File: src/rtl/core/ksc_pkg.sv
// Shared constants, codes and interface types for the keyword substitution cipher.
package ksc_pkg;

    localparam int ALPHABET_SIZE = 26;
    localparam int ADDR_W        = $clog2(ALPHABET_SIZE);
    localparam int COUNT_W       = $clog2(ALPHABET_SIZE + 1);

    localparam logic [7:0] LETTER_BASE = 8'd65;
    localparam logic [7:0] SPACE_CHAR  = 8'd32;

    typedef enum logic [2:0] {
        OP_CLEAR   = 3'd0,
        OP_SEED    = 3'd1,
        OP_FINISH  = 3'd2,
        OP_ENCRYPT = 3'd3,
        OP_DECRYPT = 3'd4
    } op_t;

    typedef enum logic [1:0] {
        STATUS_OK        = 2'd0,
        STATUS_BAD_CHAR  = 2'd1,
        STATUS_NOT_READY = 2'd2
    } status_t;

    typedef enum logic [1:0] {
        SEL_ZERO    = 2'd0,
        SEL_SPACE   = 2'd1,
        SEL_FORWARD = 2'd2,
        SEL_INVERSE = 2'd3
    } sel_t;

    typedef enum logic [1:0] {
        ST_IDLE = 2'd0,
        ST_WALK = 2'd1,
        ST_DONE = 2'd2
    } state_t;

    typedef struct packed {
        logic accept;
        logic walk_step;
        logic finish;
        logic out_load;
    } cmd_t;

    typedef struct packed {
        logic need_walk;
        logic walk_last;
        logic out_free;
    } sts_t;

endpackage

File: src/rtl/core/ksc_ram.sv
// Generic single-write, single-read RAM with registered read data.
module ksc_ram #(
    parameter int WIDTH = 8,
    parameter int DEPTH = 16
) (
    input  logic                     clk,
    input  logic                     we,
    input  logic [$clog2(DEPTH)-1:0] waddr,
    input  logic [WIDTH-1:0]         wdata,
    input  logic                     re,
    input  logic [$clog2(DEPTH)-1:0] raddr,
    output logic [WIDTH-1:0]         rdata
);

    logic [WIDTH-1:0] mem_reg [DEPTH];
    logic [WIDTH-1:0] rdata_reg;

    always_ff @(posedge clk)
    begin
        if (we)
        begin
            mem_reg[waddr] <= wdata;
        end
        if (re)
        begin
            rdata_reg <= mem_reg[raddr];
        end
    end

    assign rdata = rdata_reg;

endmodule

File: src/rtl/core/ksc_datapath.sv
// Datapath: key tables, used-letter flags, fill counter, walk counter and output register.
module ksc_datapath (
    input  logic          clk,
    input  logic          rst_n,
    input  ksc_pkg::cmd_t cmd,
    output ksc_pkg::sts_t sts,
    input  logic [2:0]    op,
    input  logic [7:0]    char_in,
    input  logic          out_ready,
    output logic          out_valid,
    output logic [7:0]    char_out,
    output logic [1:0]    status
);

    logic [ksc_pkg::ALPHABET_SIZE-1:0] used_reg, used_next;
    logic [ksc_pkg::COUNT_W-1:0]       fill_reg, fill_next;
    logic                              ready_reg, ready_next;
    logic [ksc_pkg::ADDR_W-1:0]        walk_reg, walk_next;
    ksc_pkg::sel_t                     sel_reg, sel_next;
    ksc_pkg::status_t                  acc_status_reg, acc_status_next;
    logic                              out_valid_reg, out_valid_next;
    logic [7:0]                        char_out_reg, char_out_next;
    logic [1:0]                        status_reg, status_next;

    logic                       is_letter;
    logic [ksc_pkg::ADDR_W-1:0] idx;
    logic                       seed_place;
    logic                       walk_place;
    logic                       need_walk;
    logic [7:0]                 char_diff;
    logic [ksc_pkg::ADDR_W-1:0] fwd_rdata, inv_rdata;
    logic [ksc_pkg::ADDR_W-1:0] fill_addr;
    logic [ksc_pkg::ADDR_W-1:0] inv_waddr;
    logic [ksc_pkg::ADDR_W-1:0] fwd_wdata;

    assign char_diff = char_in - ksc_pkg::LETTER_BASE;
    assign is_letter = ({1'b0, char_in} >= {1'b0, ksc_pkg::LETTER_BASE})
                    && ({1'b0, char_in} < ({1'b0, ksc_pkg::LETTER_BASE}
                                           + 9'(ksc_pkg::ALPHABET_SIZE)));
    assign idx       = char_diff[ksc_pkg::ADDR_W-1:0];
    assign fill_addr = fill_reg[ksc_pkg::ADDR_W-1:0];

    // Decode the accepted item: state updates for seeding and the result it will give.
    always_comb
    begin
        seed_place      = 1'b0;
        need_walk       = 1'b0;
        sel_next        = ksc_pkg::SEL_ZERO;
        acc_status_next = ksc_pkg::STATUS_OK;
        unique case (op)
            ksc_pkg::OP_CLEAR:
            begin
            end
            ksc_pkg::OP_SEED:
            begin
                if (!is_letter)
                begin
                    acc_status_next = ksc_pkg::STATUS_BAD_CHAR;
                end
                else
                begin
                    seed_place = !ready_reg && !used_reg[idx];
                end
            end
            ksc_pkg::OP_FINISH:
            begin
                need_walk = !ready_reg;
            end
            ksc_pkg::OP_ENCRYPT, ksc_pkg::OP_DECRYPT:
            begin
                if (!ready_reg)
                begin
                    acc_status_next = ksc_pkg::STATUS_NOT_READY;
                end
                else if (char_in == ksc_pkg::SPACE_CHAR)
                begin
                    sel_next = ksc_pkg::SEL_SPACE;
                end
                else if (!is_letter)
                begin
                    acc_status_next = ksc_pkg::STATUS_BAD_CHAR;
                end
                else if (op == ksc_pkg::OP_ENCRYPT)
                begin
                    sel_next = ksc_pkg::SEL_FORWARD;
                end
                else
                begin
                    sel_next = ksc_pkg::SEL_INVERSE;
                end
            end
            default:
            begin
            end
        endcase
    end

    assign walk_place = cmd.walk_step && !used_reg[walk_reg];
    assign inv_waddr  = cmd.walk_step ? walk_reg : idx;
    assign fwd_wdata  = cmd.walk_step ? walk_reg : idx;

    ksc_ram #(
        .WIDTH (ksc_pkg::ADDR_W),
        .DEPTH (ksc_pkg::ALPHABET_SIZE)
    ) u_forward (
        .clk   (clk),
        .we    ((cmd.accept && seed_place) || walk_place),
        .waddr (fill_addr),
        .wdata (fwd_wdata),
        .re    (cmd.accept),
        .raddr (idx),
        .rdata (fwd_rdata)
    );

    ksc_ram #(
        .WIDTH (ksc_pkg::ADDR_W),
        .DEPTH (ksc_pkg::ALPHABET_SIZE)
    ) u_inverse (
        .clk   (clk),
        .we    ((cmd.accept && seed_place) || walk_place),
        .waddr (inv_waddr),
        .wdata (fill_addr),
        .re    (cmd.accept),
        .raddr (idx),
        .rdata (inv_rdata)
    );

    always_comb
    begin
        used_next      = used_reg;
        fill_next      = fill_reg;
        ready_next     = ready_reg;
        walk_next      = walk_reg;
        out_valid_next = out_valid_reg;
        char_out_next  = char_out_reg;
        status_next    = status_reg;

        if (cmd.accept)
        begin
            walk_next = '0;
            if (op == ksc_pkg::OP_CLEAR)
            begin
                used_next  = '0;
                fill_next  = '0;
                ready_next = 1'b0;
            end
            else if (seed_place)
            begin
                used_next[idx] = 1'b1;
                fill_next      = fill_reg + 1'b1;
            end
        end

        if (cmd.walk_step)
        begin
            walk_next = walk_reg + 1'b1;
            if (walk_place)
            begin
                used_next[walk_reg] = 1'b1;
                fill_next           = fill_reg + 1'b1;
            end
        end

        if (cmd.finish)
        begin
            ready_next = 1'b1;
        end

        if (cmd.out_load)
        begin
            out_valid_next = 1'b1;
            status_next    = acc_status_reg;
            case (sel_reg)
                ksc_pkg::SEL_SPACE:   char_out_next = ksc_pkg::SPACE_CHAR;
                ksc_pkg::SEL_FORWARD: char_out_next = ksc_pkg::LETTER_BASE + 8'(fwd_rdata);
                ksc_pkg::SEL_INVERSE: char_out_next = ksc_pkg::LETTER_BASE + 8'(inv_rdata);
                default:              char_out_next = 8'd0;
            endcase
        end
        else if (out_ready)
        begin
            out_valid_next = 1'b0;
        end
    end

    always_ff @(posedge clk or negedge rst_n)
    begin
        if (!rst_n)
        begin
            used_reg      <= '0;
            fill_reg      <= '0;
            ready_reg     <= 1'b0;
            walk_reg      <= '0;
            out_valid_reg <= 1'b0;
        end
        else
        begin
            used_reg      <= used_next;
            fill_reg      <= fill_next;
            ready_reg     <= ready_next;
            walk_reg      <= walk_next;
            out_valid_reg <= out_valid_next;
        end
    end

    always_ff @(posedge clk)
    begin
        if (cmd.accept)
        begin
            sel_reg        <= sel_next;
            acc_status_reg <= acc_status_next;
        end
        char_out_reg <= char_out_next;
        status_reg   <= status_next;
    end

    assign sts.need_walk = need_walk;
    assign sts.walk_last = (walk_reg == ksc_pkg::ADDR_W'(ksc_pkg::ALPHABET_SIZE - 1));
    assign sts.out_free  = !out_valid_reg || out_ready;

    assign out_valid = out_valid_reg;
    assign char_out  = char_out_reg;
    assign status    = status_reg;

`ifndef SYNTHESIS
    a_fill_bounded: assert property (@(posedge clk) disable iff (!rst_n)
        fill_reg <= ksc_pkg::COUNT_W'(ksc_pkg::ALPHABET_SIZE))
        else $error("fill counter ran past the alphabet");

    a_error_zero_char: assert property (@(posedge clk) disable iff (!rst_n)
        out_valid_reg && (status_reg != ksc_pkg::STATUS_OK) |-> char_out_reg == 8'd0)
        else $error("error result carries a non-zero character");

    a_finish_fills_key: assert property (@(posedge clk) disable iff (!rst_n)
        cmd.finish |=> fill_reg == ksc_pkg::COUNT_W'(ksc_pkg::ALPHABET_SIZE))
        else $error("key not complete after the finishing walk");
`endif

endmodule

File: src/rtl/core/ksc_ctrl.sv
// Controller state machine: input handshake, key-completion walk and result hand-off.
module ksc_ctrl (
    input  logic          clk,
    input  logic          rst_n,
    input  logic          in_valid,
    output logic          in_ready,
    input  ksc_pkg::sts_t sts,
    output ksc_pkg::cmd_t cmd
);

    ksc_pkg::state_t state_reg, state_next;

    always_ff @(posedge clk or negedge rst_n)
    begin
        if (!rst_n)
        begin
            state_reg <= ksc_pkg::ST_IDLE;
        end
        else
        begin
            state_reg <= state_next;
        end
    end

    always_comb
    begin
        state_next = state_reg;
        in_ready   = 1'b0;
        cmd        = '0;
        unique case (state_reg)
            ksc_pkg::ST_IDLE:
            begin
                in_ready = 1'b1;
                if (in_valid)
                begin
                    cmd.accept = 1'b1;
                    state_next = sts.need_walk ? ksc_pkg::ST_WALK : ksc_pkg::ST_DONE;
                end
            end
            ksc_pkg::ST_WALK:
            begin
                cmd.walk_step = 1'b1;
                if (sts.walk_last)
                begin
                    cmd.finish = 1'b1;
                    state_next = ksc_pkg::ST_DONE;
                end
            end
            ksc_pkg::ST_DONE:
            begin
                // The result waits here until the output register can take it.
                if (sts.out_free)
                begin
                    cmd.out_load = 1'b1;
                    state_next   = ksc_pkg::ST_IDLE;
                end
            end
            default:
            begin
                state_next = ksc_pkg::ST_IDLE;
            end
        endcase
    end

`ifndef SYNTHESIS
    a_accept_leaves_idle: assert property (@(posedge clk) disable iff (!rst_n)
        (state_reg == ksc_pkg::ST_IDLE) && in_valid |=> state_reg != ksc_pkg::ST_IDLE)
        else $error("transfer accepted but controller stayed idle");

    a_walk_ends: assert property (@(posedge clk) disable iff (!rst_n)
        (state_reg == ksc_pkg::ST_WALK) && sts.walk_last |=> state_reg == ksc_pkg::ST_DONE)
        else $error("walk did not end after the last letter");

    a_result_handed: assert property (@(posedge clk) disable iff (!rst_n)
        (state_reg == ksc_pkg::ST_DONE) && sts.out_free |=> state_reg == ksc_pkg::ST_IDLE)
        else $error("result not handed to the output register");
`endif

endmodule

File: src/rtl/core/keyword_substitution_cipher_unit.sv
// Keyword substitution cipher unit: accepts one transfer of op and
// character at a time and returns exactly one result transfer for it.
// An item passes through the controller states IDLE, in which the input transfer
// is taken, the op is decoded and the key tables are read, and DONE, which loads
// the output register. The result is valid from the cycle after that, and the
// next item may be taken while it still waits to be collected. A finish op on
// an unfinished key walks the alphabet one letter per cycle in WALK between the
// two. While an earlier result has not been collected, the load waits and no
// new input transfer is taken. Status is 0 for ok, 1 for a character that is
// not a letter (for encrypt and decrypt, not a letter or space), and 2 for
// encrypt or decrypt before the key is finished; char_out is zero unless a
// character is returned.
module keyword_substitution_cipher_unit (
    input  logic       clk,
    input  logic       rst_n,
    input  logic       in_valid,
    output logic       in_ready,
    input  logic [2:0] op,
    input  logic [7:0] char_in,
    output logic       out_valid,
    input  logic       out_ready,
    output logic [7:0] char_out,
    output logic [1:0] status
);

    ksc_pkg::cmd_t cmd;
    ksc_pkg::sts_t sts;

    ksc_datapath u_datapath (
        .clk       (clk),
        .rst_n     (rst_n),
        .cmd       (cmd),
        .sts       (sts),
        .op        (op),
        .char_in   (char_in),
        .out_ready (out_ready),
        .out_valid (out_valid),
        .char_out  (char_out),
        .status    (status)
    );

    ksc_ctrl u_ctrl (
        .clk      (clk),
        .rst_n    (rst_n),
        .in_valid (in_valid),
        .in_ready (in_ready),
        .sts      (sts),
        .cmd      (cmd)
    );

endmodule

File: config.mk
export PLATFORM = sky130hd
export DESIGN_NAME = keyword_substitution_cipher_unit
export DESIGN_NICKNAME = d
export VERILOG_FILES = /design/src/rtl/core/ksc_pkg.sv /design/src/rtl/core/ksc_ram.sv /design/src/rtl/core/ksc_datapath.sv /design/src/rtl/core/ksc_ctrl.sv /design/src/rtl/core/keyword_substitution_cipher_unit.sv
export SDC_FILE = /design/constraint.sdc
export NUM_CORES = 1
export LEC_CHECK = 0
export BUFFER_PORTS_ARGS = -buffer_cell sky130_fd_sc_hd__buf_2
export CAP_MARGIN = 20
export CORE_UTILIZATION = 40
export CTS_CLUSTER_SIZE = 12
export DETAILED_ROUTE_END_ITERATION = 6
export GPL_ROUTABILITY_DRIVEN = 1
export PLACE_DENSITY = 0.67
export SYNTH_ARGS = -nofsm -noshare
export SYNTH_HDL_FRONTEND = slang
export SYNTH_SLANG_ARGS = --single-unit
export TNS_END_PERCENT = 30
File: constraint.sdc
create_clock -name clk -period 3.1 [get_ports clk]
set_input_delay 0.62 -clock clk [delete_from_list [all_inputs] [get_ports clk]]
set_output_delay 0.62 -clock clk [all_outputs]
set_load 0.1 [all_outputs]
Word-level counts from Yosys, hierarchy flattened
Memories as Yosys holds them, arrays and structs flattened. A register that Yosys moved wholly into a read port is not among the register bits. Index checks and enable logic that the tools add are counted.

Register bits: 54. Memory bits (writable): 260. Input bits: 15. Output and inout bits: 12. Word-level logic and storage cells: 117. Memories kept: 2.

Memories: u_datapath.u_forward.mem_reg (depth 26, width 5, read ports 1, clocked after memory_dff 1, write ports 1, line ksc_ram.sv:15) `logic [WIDTH-1:0] mem_reg [DEPTH];`; u_datapath.u_inverse.mem_reg (depth 26, width 5, read ports 1, clocked after memory_dff 1, write ports 1, line ksc_ram.sv:15).

Add/subtract/negate cells: 5. Order comparisons: 6. Eq/ne operators: 14. Muxes and demuxes: 51. Bitwise gates (word level): 5. Reduce and logical (&&, ||, !) cells: 23.

Operators with widths (number): 26-bit 2-to-1 mux (5); 26-bit OR (2); 5-bit 2-to-1 mux (8); 1-bit 2-to-1 mux (24); 8-bit case mux with 3 select lines (1); 7-bit by 5-bit adder with 8-bit output, first input constant (2); 2-bit 2-to-1 mux (7); 5-bit by 6-bit less-than comparator with 1-bit output, second input constant (2); 5-bit by 1-bit adder with 5-bit output, second input constant (2); 1-bit binary-select mux with 5-bit select (2); 1-bit demux with 5-bit select (2); 5-bit by 1-bit greater-or-equal comparator with 1-bit output, second input constant (2); 8-bit by 6-bit == test with 1-bit output, second input constant (1); 8-bit by 7-bit greater-or-equal comparator with 1-bit output, second input constant (1); 8-bit by 7-bit less-than comparator with 1-bit output, second input constant (1); 2-bit nonzero test (4); 2-bit == test, second input constant (3); 3-bit by 2-bit == test with 1-bit output, second input constant (2); 1-bit logical AND (6); 2-bit inequality test, second input constant (3); 2-bit case mux with 3 select lines (1); 5-bit == test, second input constant (1); 5-bit by 1-bit subtractor with 5-bit output, second input constant (1); 2-bit by 1-bit == test with 1-bit output, second input constant (2); 12 further kinds (19).

Longest topological paths before layout
Gate-level depths: netlist (run 1).

Depth after elaboration: 13. Mapped depth: 16.

By module
Synthesis (run 1) repeated with hierarchy kept, for this count alone.

Cell total of the unflattened synthesis: 993. Area, all modules: 14336.2 um2.

Modules (own cells, without submodules): ksc_ram (u_datapath.u_inverse) (instances 1, cells an instance 315, area each 5418.9 um2, seq. area each 4053.9 um2); ksc_ram (u_datapath.u_forward) (instances 1, cells an instance 315, area each 5415.2 um2, seq. area each 4053.9 um2); ksc_datapath (instances 1, cells an instance 350, area each 3373.2 um2, seq. area each 1341.3 um2); ksc_ctrl (instances 1, cells an instance 13, area each 128.9 um2, seq. area each 50.0 um2).

Worst setup path before layout (run 1)
No wires, ideal clock.

Path kind: input-to-reg. Start point: in char_in[0]. End point: mem u_datapath.u_inverse.mem_reg[25][0] in the netlist's numbering (enable). Library setup time: 0.374 ns. Arrival time: 4.548 ns. Data required time: 2.726 ns. Setup slack: -1.822 ns. Stages: 15. Cells stage by stage: buf_2 buf_2 buf_2 buf_2 buf_2 inv_1 ha_1 clkbuf_1 or4b_2 o2111ai_1 or4_1 a221o_1 o21bai_4 nand3b_1 nor3_1.

Longest elaborated chain between the ends: 11. Elaborated cells on any way between the ends: 15.

RTL lines: start, declared (line keyword_substitution_cipher_unit.sv:19) `input logic [7:0] char_in,`; 5-bit by 1-bit subtractor with 5-bit output (line ksc_datapath.sv:36) `assign char_diff = char_in - ksc_pkg::LETTER_BASE;`; 1-bit binary-select mux with 5-bit select (line ksc_datapath.sv:62) `seed_place = !ready_reg && !used_reg[idx];`; 1-bit 2-to-1 mux (not written as such) (line ksc_datapath.sv:62); 1-bit logical NOT (line ksc_datapath.sv:62); 1-bit logical AND (line ksc_datapath.sv:62); 1-bit 2-to-1 mux (line ksc_datapath.sv:56) `if (!is_letter)`; 1-bit 2-to-1 mux (line ksc_datapath.sv:50) `unique case (op)`; 1-bit logical AND (line ksc_datapath.sv:120) `.we ((cmd.accept && seed_place) || walk_place),`; 1-bit logical OR (line ksc_datapath.sv:120); 1-bit 2-to-1 mux (line ksc_ram.sv:20) `if (we)`; 1-bit 2-to-1 mux (not written as such) (line ksc_ram.sv:22) `mem_reg[waddr] <= wdata;`; end, declared (line ksc_ram.sv:15).

Several ways; a longest one is shown, not always the timed one. The select of a mux whose other input is x is not followed.

Final worst setup path (run 1)
Start point: reg u_ctrl.state_reg[1]. End point: mem u_datapath.u_inverse.mem_reg[3][0] in the netlist's numbering (enable).

Longest elaborated chain between the ends: 6. Elaborated cells on any way between the ends: 10.

RTL lines: start, declared (line ksc_ctrl.sv:11) `ksc_pkg::state_t state_reg, state_next;`; start signal, assigned (line ksc_ctrl.sv:17) `state_reg <= ksc_pkg::ST_IDLE;`; start signal, assigned (line ksc_ctrl.sv:21) `state_reg <= state_next;`; 2-bit by 1-bit == test with 1-bit output or 2-bit logical NOT (tied branches) (line ksc_ctrl.sv:30) `unique case (state_reg)`; 2-bit 2-to-1 mux or 1-bit 2-to-1 mux (tied branches) (line ksc_ctrl.sv:30); 1-bit logical AND, on equally long branches (line ksc_datapath.sv:98, ksc_datapath.sv:120); 1-bit logical OR (line ksc_datapath.sv:120); 1-bit 2-to-1 mux (line ksc_ram.sv:20); 1-bit 2-to-1 mux (not written as such) (line ksc_ram.sv:22).

Several ways; a longest one is shown, not always the timed one.

==> impl_metrics.toml, run 1 <==
[outcome]
status = "finished with violations"
violations = "setup timing"

[yosys]
netlist_area_um2 = 13900
ys_ff_latch = 323
ys.flop_type = "edfxtp_1"
ys_warn_count = 0
synth-async-reset-ratio_pct = 12.4
synth_area_leader_cell = "edfxtp_1"
synth_nets = 862
synth_edf_count = 283
ys_top_cells_by_area = "edfxtp_1 61%, mux4_2 13%, dfrtp_1 7.2%, nor2_1 2.0%, mux2i_1 1.8%"
ys_seq_area_share_pct = 68.6
synth_top_area_share_pct = 61.3
synth_cell_types = 58
syn_inst = 832
synth_area_per_cell_um2 = 16.7

[sta]
slew_viol_final = 0
tightest_slew_ns = 0.968
final_hold_viol_count = 0
grt_setup_unrepaired = "true"
layout_setup_ws_ns = -0.0456
final.setup_skew_ns = 0.0287
min_period_ns = 3.15
hold_ws_ns = 0.262
relSlewSlack_pct = 35.4
fmax_mhz = 318
finalCritPeriodShare_pct = 101
setup_viol = 76

[setup_path]
worstPathMaxFanout = 6
crit_path_end_kind = "register"
crit_type = "reg2reg"
reg2reg_slack_ns = -0.05
cp.required_ns = 3.31
worstSetupStartpointType = "register"
critPathArrivalTime_ns = 3.35

[pwr]
power.leakage_uw = 0.00579
pwr-share-comb_pct = 18.1
peakVddDrop_mv = 0.374
pwr-share-seq_pct = 47.1
power.density_nw_per_um2 = 680
power_frac_clock_pct = 34.8
internal_power_uw = 8230
switching_share_pct = 27.7
switchingPower_uw = 3140

[drt]
finalWirelength_mm = 30.9
vias = 7902
dr.pass1.iters = 5
drt_iter0_drc = 780
wl_per_cell_um = 21.5
remaining_drc_errors = 0
viasPerCell = 5.50
drtAntennaViolNets = 0

[job]
max_cap_viol_count = 0

[clock_network]
numCtsBuffers = 36
clk_latency_ns = 0.54
cts_tree = "built"
htree_levels = 2
post_cts_buffers = 0
path_clk_slew_ns = 0.06
cts-root-buf = "clkbuf_16"
clock_sinks = 323
clockBufferDepth = 3

[floorplan]
row_count = 67
die_w_um = 188
dieHeight_um = 188
initial_core_util_pct = 41.0
core_area_um2 = 33800
fp.dieArea_um2 = 35400
io_pins = 27

[placed_design]
gp_congestion = 0.847
dp_hpwl_mm = 20.4
portBuffers = 25
dpl-instance-area_um2 = 15500

[layout]
post-route-cell-area_um2 = 16700
n_fill_cell = 2737
nets = 996
area_growth_pct = 20.8
final_layout_size_suffix_gt1_share_pct = 32.3

[worst_hold_path]
hp-class = "in2async"

[grt]
antenna_found_initial = 1
grt_max_degree = 41
grt_pass1_wl_mm = 48.7
first_global_vias = 8027
grtUsageTotal_pct = 17.9
grt_overflow = 0
## final cells by class
cell class / instances / area, um2 / share of cell area (%)
inverter: 14 / 60.1 / 0.359
clock inverter: 13 / 146 / 0.875
antenna: 1 / 2.50 / 0.0150
clock buffer: 48 / 946 / 5.65
tap: 448 / 561 / 3.35
timing repair buffer: 139 / 1060 / 6.33
sequential: 323 / 9500 / 56.8
multi-input combinational: 452 / 4460 / 26.6
## metal layers
layer / up-vias / part of all wire (%) / wire length, um / global-route usage (%)
met5: - / 0 / 0 / 0
met4: 0 / 2.3 / 711 / 4.75
met3: 56 / 6.1 / 1870 / 3.05
met2: 272 / 48 / 14900 / 29.1
met1: 4023 / 43 / 13400 / 25.0
li1: 3551 / - / - / -
## power groups by stage
stage               clock network [uW]  registers, uW  logic [uW]
global route                      4200           5380        2210
floorplan                            0           5690        1050
finish                            3950           5360        2060
global placement                     0           5430        2010
detailed placement                   0           5440        2030
CTS                               4030           5350        2050
## path summary, 6_finish.rpt
| kind | depth (start not counted) | to | from |
|---|---|---|---|
| hold reg to reg | 0 | u_datapath.status[0]$_DFFE_PP_ | u_datapath.acc_status_reg[0]$_DFFE_PP_ |
| setup reg to reg | 8 | u_datapath.u_inverse.mem_reg[3][0]$_DFFE_PP_ | u_ctrl.state_reg[1]$_DFFE_PN0P_ |
| hold / removal | 1 | u_datapath.used_reg[10]$_DFF_PN0_ | rst_n |
| min in group clk | 3 | u_datapath.out_valid$_DFFE_PN0P_ | out_ready |
| max in group asynchronous | 1 | u_datapath.ready_reg$_DFFE_PN0P_ | rst_n |
| setup / recovery | 8 | u_datapath.u_inverse.mem_reg[3][0]$_DFFE_PP_ | u_ctrl.state_reg[1]$_DFFE_PN0P_ |
## through the flow
stage          setup TNS, ns  total power (uW)  instances  setup WS [ns]  utilization, %
2_1_floorplan        -186.42              6740        832         -0.819               -
3_3_place_gp          -95.94              7440       1376         -0.443            46.0
3_5_place_dp         -100.75              7460       1376         -0.460            46.0
4_1_cts                -1.92             11400       1437        -0.0571            49.3
5_1_grt                -8.70             11800       1438         -0.128            49.5
6_report               -1.69             11400       1438        -0.0456            49.5
## critical path, cell delays in order (launching register included)
cell,delay [ns]
dfrtp_1,0.39
or3b_4,0.41
or3_4,0.34
or4_4,0.51
a221o_1,0.33
o21bai_4,0.26
buf_6,0.16
nand3_4,0.19
nor2_4,0.25
## cells in the mapped netlist, drive strengths merged, types with 2 or more instances
library cell	number
xor2	6
a22oi	14
nor3b	3
nor2b	5
nor2	73
or3	4
nand3	15
o31ai	2
dfrtp	40
nor4	3
buf	14
clkbuf	29
o22ai	3
a21oi	9
o21bai	9
o311ai	10
nor3	7
ha	15
edfxtp	283
o21ai	36
mux2	3
and2	9
nand3b	8
xnor2	3
mux4	82
nand4	4
nand2	66
a2bb2oi	11
inv	14
mux2i	25
nand2b	9
## layout by cell type (no fill, tap or decap), drive strengths merged, types with 10 or more instances in the layout
cell,count
ha,15
mux4,82
nand2,66
a22oi,14
buf,139
clkinv,11
edfxtp,283
o21ai,36
clkbuf,48
nand3,15
mux2i,25
dfrtp,40
inv,14
nor2,73
a2bb2oi,11
o311ai,10
## what timing repair did
item,4_1_cts,5_1_grt
resized for setup,10,15
pin swaps,6,6
hold buffers,0,0
setup endpoints to repair,207,203
## kinds of logic (layout without fill, tap and decap cells)
logic type | count (synthesis) | count (layout) | share of synthesized area, %
other | 1 | 2 | 0.0271
AOI/OAI and AO/OA | 104 | 104 | 5.12
muxes | 110 | 110 | 15.4
buffers and inverters | 57 | 214 | 1.72
DFF | 323 | 323 | 68.6
adders and majority gates | 15 | 15 | 1.35
xor gates and xnor gates | 9 | 9 | 0.569
and+or+nand+nor | 213 | 213 | 7.27
Note: power is estimated with default switching activity, not from simulation.
==> inputs of run 2 (changes only) <==
==> constraint.sdc (replaced) <==
create_clock -name clk -period 2.7 [get_ports clk]
set_input_delay 0.54 -clock clk [delete_from_list [all_inputs] [get_ports clk]]
set_output_delay 0.54 -clock clk [all_outputs]
set_load 0.1 [all_outputs]
==> run 2 against run 1 <==
Effect of this change: the flow still finishes with violations (setup timing); critical path depth rose by 1; register-to-register slack got worse by 0.41 ns; hold slack got worse by 0.090 ns; die area did not move; combinational power rose by 22%; sequential cell count did not move; cell area rose by 1.6%; final cell count rose by 1.2%; via count rose by 0.51%; fmax fell by 0.39%.
==> impl_metrics.toml, run 2 (same netlist as run 1, synthesis figures left out) <==
[clock_network]
numCtsBuffers = 35
cts-root-buf = "clkbuf_16"
path_clk_slew_ns = 0.06
clockBufferDepth = 3
clk_latency_ns = 0.52
cts_hold_buf = 0
cts_tree = "built"
htree_levels = 2
clock_sinks = 323

[sta]
relSlewSlack_pct = 36.9
setup_viol = 288
finalCritPeriodShare_pct = 117
final_hold_viol_count = 0
slew_viol_final = 0
tightest_slew_ns = 0.946
hold_ws_ns = 0.172
fmax_mhz = 317
final.setup_skew_ns = 0.0170
grt_setup_unrepaired = "true"
layout_setup_ws_ns = -0.458
min_period_ns = 3.16

[drt]
drtAntennaViolNets = 0
wl_per_cell_um = 21.3
dr.pass1.iters = 5
finalWirelength_mm = 31.0
remaining_drc_errors = 0
vias = 7942
viasPerCell = 5.46
drt_iter0_drc = 720

[grt]
first_global_vias = 8183
grtUsageTotal_pct = 17.9
grt_pass1_wl_mm = 48.2
grt_overflow = 0
antenna_found_initial = 0
grt_max_degree = 72

[setup_path]
worstPathMaxFanout = 7
slowest_stage = "or4_4"
r2r_cells = 9
cpMostUsedCell = "buf_12"
crit_path_end_kind = "register"
path_cells = "or3b_4 -> or3_4 -> or4_4 -> a221o_1 -> o21bai_4 -> buf_12 -> buf_12 -> nand3b_4 -> nor2_4"
worst_r2r_endpoint = "u_datapath.u_inverse.mem_reg[10][1]$_DFFE_PP_"
cp.required_ns = 2.90
crit_type = "reg2reg"
reg2reg_slack_ns = -0.46
critPathArrivalTime_ns = 3.35
worstSetupStartpointType = "register"
slowest_delay_ns = 0.52
r2r_start = "u_ctrl.state_reg[1]$_DFFE_PN0P_"

[worst_hold_path]
hp-class = "in2async"

[layout]
area_growth_pct = 22.7
final_cells = 1455
n_antenna_cell = 0
layout_commonest_cell = "edfxtp_1"
final_layout_size_suffix_gt1_share_pct = 35.2
final_cell_mix = "283 x edfxtp_1, 112 x buf_4, 82 x mux4_2"
nets = 1019

[outcome]
violations = "setup timing"
status = "finished with violations"

[pwr]
peakVddDrop_mv = 0.415
power.leakage_uw = 0.00593
power.density_nw_per_um2 = 772

[floorplan]
row_count = 67
die_w_um = 188
fp.dieArea_um2 = 35400
initial_core_util_pct = 41.0
core_area_um2 = 33800
io_pins = 27
dieHeight_um = 188

[placed_design]
dp_hpwl_mm = 20.5
gp_congestion = 0.859
dp.cells = 1396
portBuffers = 25

[job]
max_cap_viol_count = 0
[run 2: cell type report]
class                           count  area [um2]
Clock buffer                       42         933
Clock inverter                     13         124
Fill cell                        2712       16800
Inverter                           14        60.1
Multi-Input combinational cell    452        4500
Sequential cell                   323        9500
Tap cell                          448         561
Timing Repair Buffer              163        1320
[run 2: power by group]
group	internal, uW	switching [uW]
clock	2640	1830
sequential	5980	151
combinational	904	1610
[run 2: per-layer routing]
metal  up-vias  share of wire [%]  GRT usage (%)  routed length (um)
li1       3593                  -              -                   -
met1      4037                 44           24.5               13500
met2       257                 49           29.6               15300
met3        55                4.8           2.43                1480
met4         0                2.0           5.50                 631
met5         -                  0              0                   0
[run 2: worst max path at each step]
stage                                    start                                            end  slack, ns
2_1_floorplan                       char_in[0]  u_datapath.u_inverse.mem_reg[25][0]$_DFFE_PP_      -1.14
3_3_place_gp                          in_valid  u_datapath.u_forward.mem_reg[22][4]$_DFFE_PP_      -0.76
3_5_place_dp                          in_valid  u_datapath.u_forward.mem_reg[22][4]$_DFFE_PP_      -0.77
4_1_cts        u_ctrl.state_reg[1]$_DFFE_PN0P_  u_datapath.u_inverse.mem_reg[10][1]$_DFFE_PP_      -0.43
5_1_grt        u_ctrl.state_reg[1]$_DFFE_PN0P_  u_datapath.u_inverse.mem_reg[25][2]$_DFFE_PP_      -0.54
6_report       u_ctrl.state_reg[1]$_DFFE_PN0P_  u_datapath.u_inverse.mem_reg[10][1]$_DFFE_PP_      -0.46
[run 2: through the flow]
stage,utilization [%],TNS [ns],setup slack [ns],total power (uW),area (um2)
floorplan,-,-297.79,-1.14,7740,14200
global placement,46.5,-198.50,-0.763,8650,15700
detailed placement,46.5,-203.43,-0.773,8670,15700
CTS,50.0,-93.40,-0.435,13200,16900
global route,50.3,-126.96,-0.536,13600,17000
finish,50.3,-104.40,-0.458,13100,17000
[run 2: repair_timing]
action                     4_1_cts  5_1_grt
setup endpoints to repair      290      290
buffers inserted                 2        4
pin swaps                       17        8
hold endpoints to repair         0        0
resized for setup               22       32
[run 2: critical path: cells and delay by family, from the launching register on]
family,cells,cell delay (ns)
simple gates,5,1.72
compound gates,2,0.49
flops,1,0.38
buf+inv,2,0.25
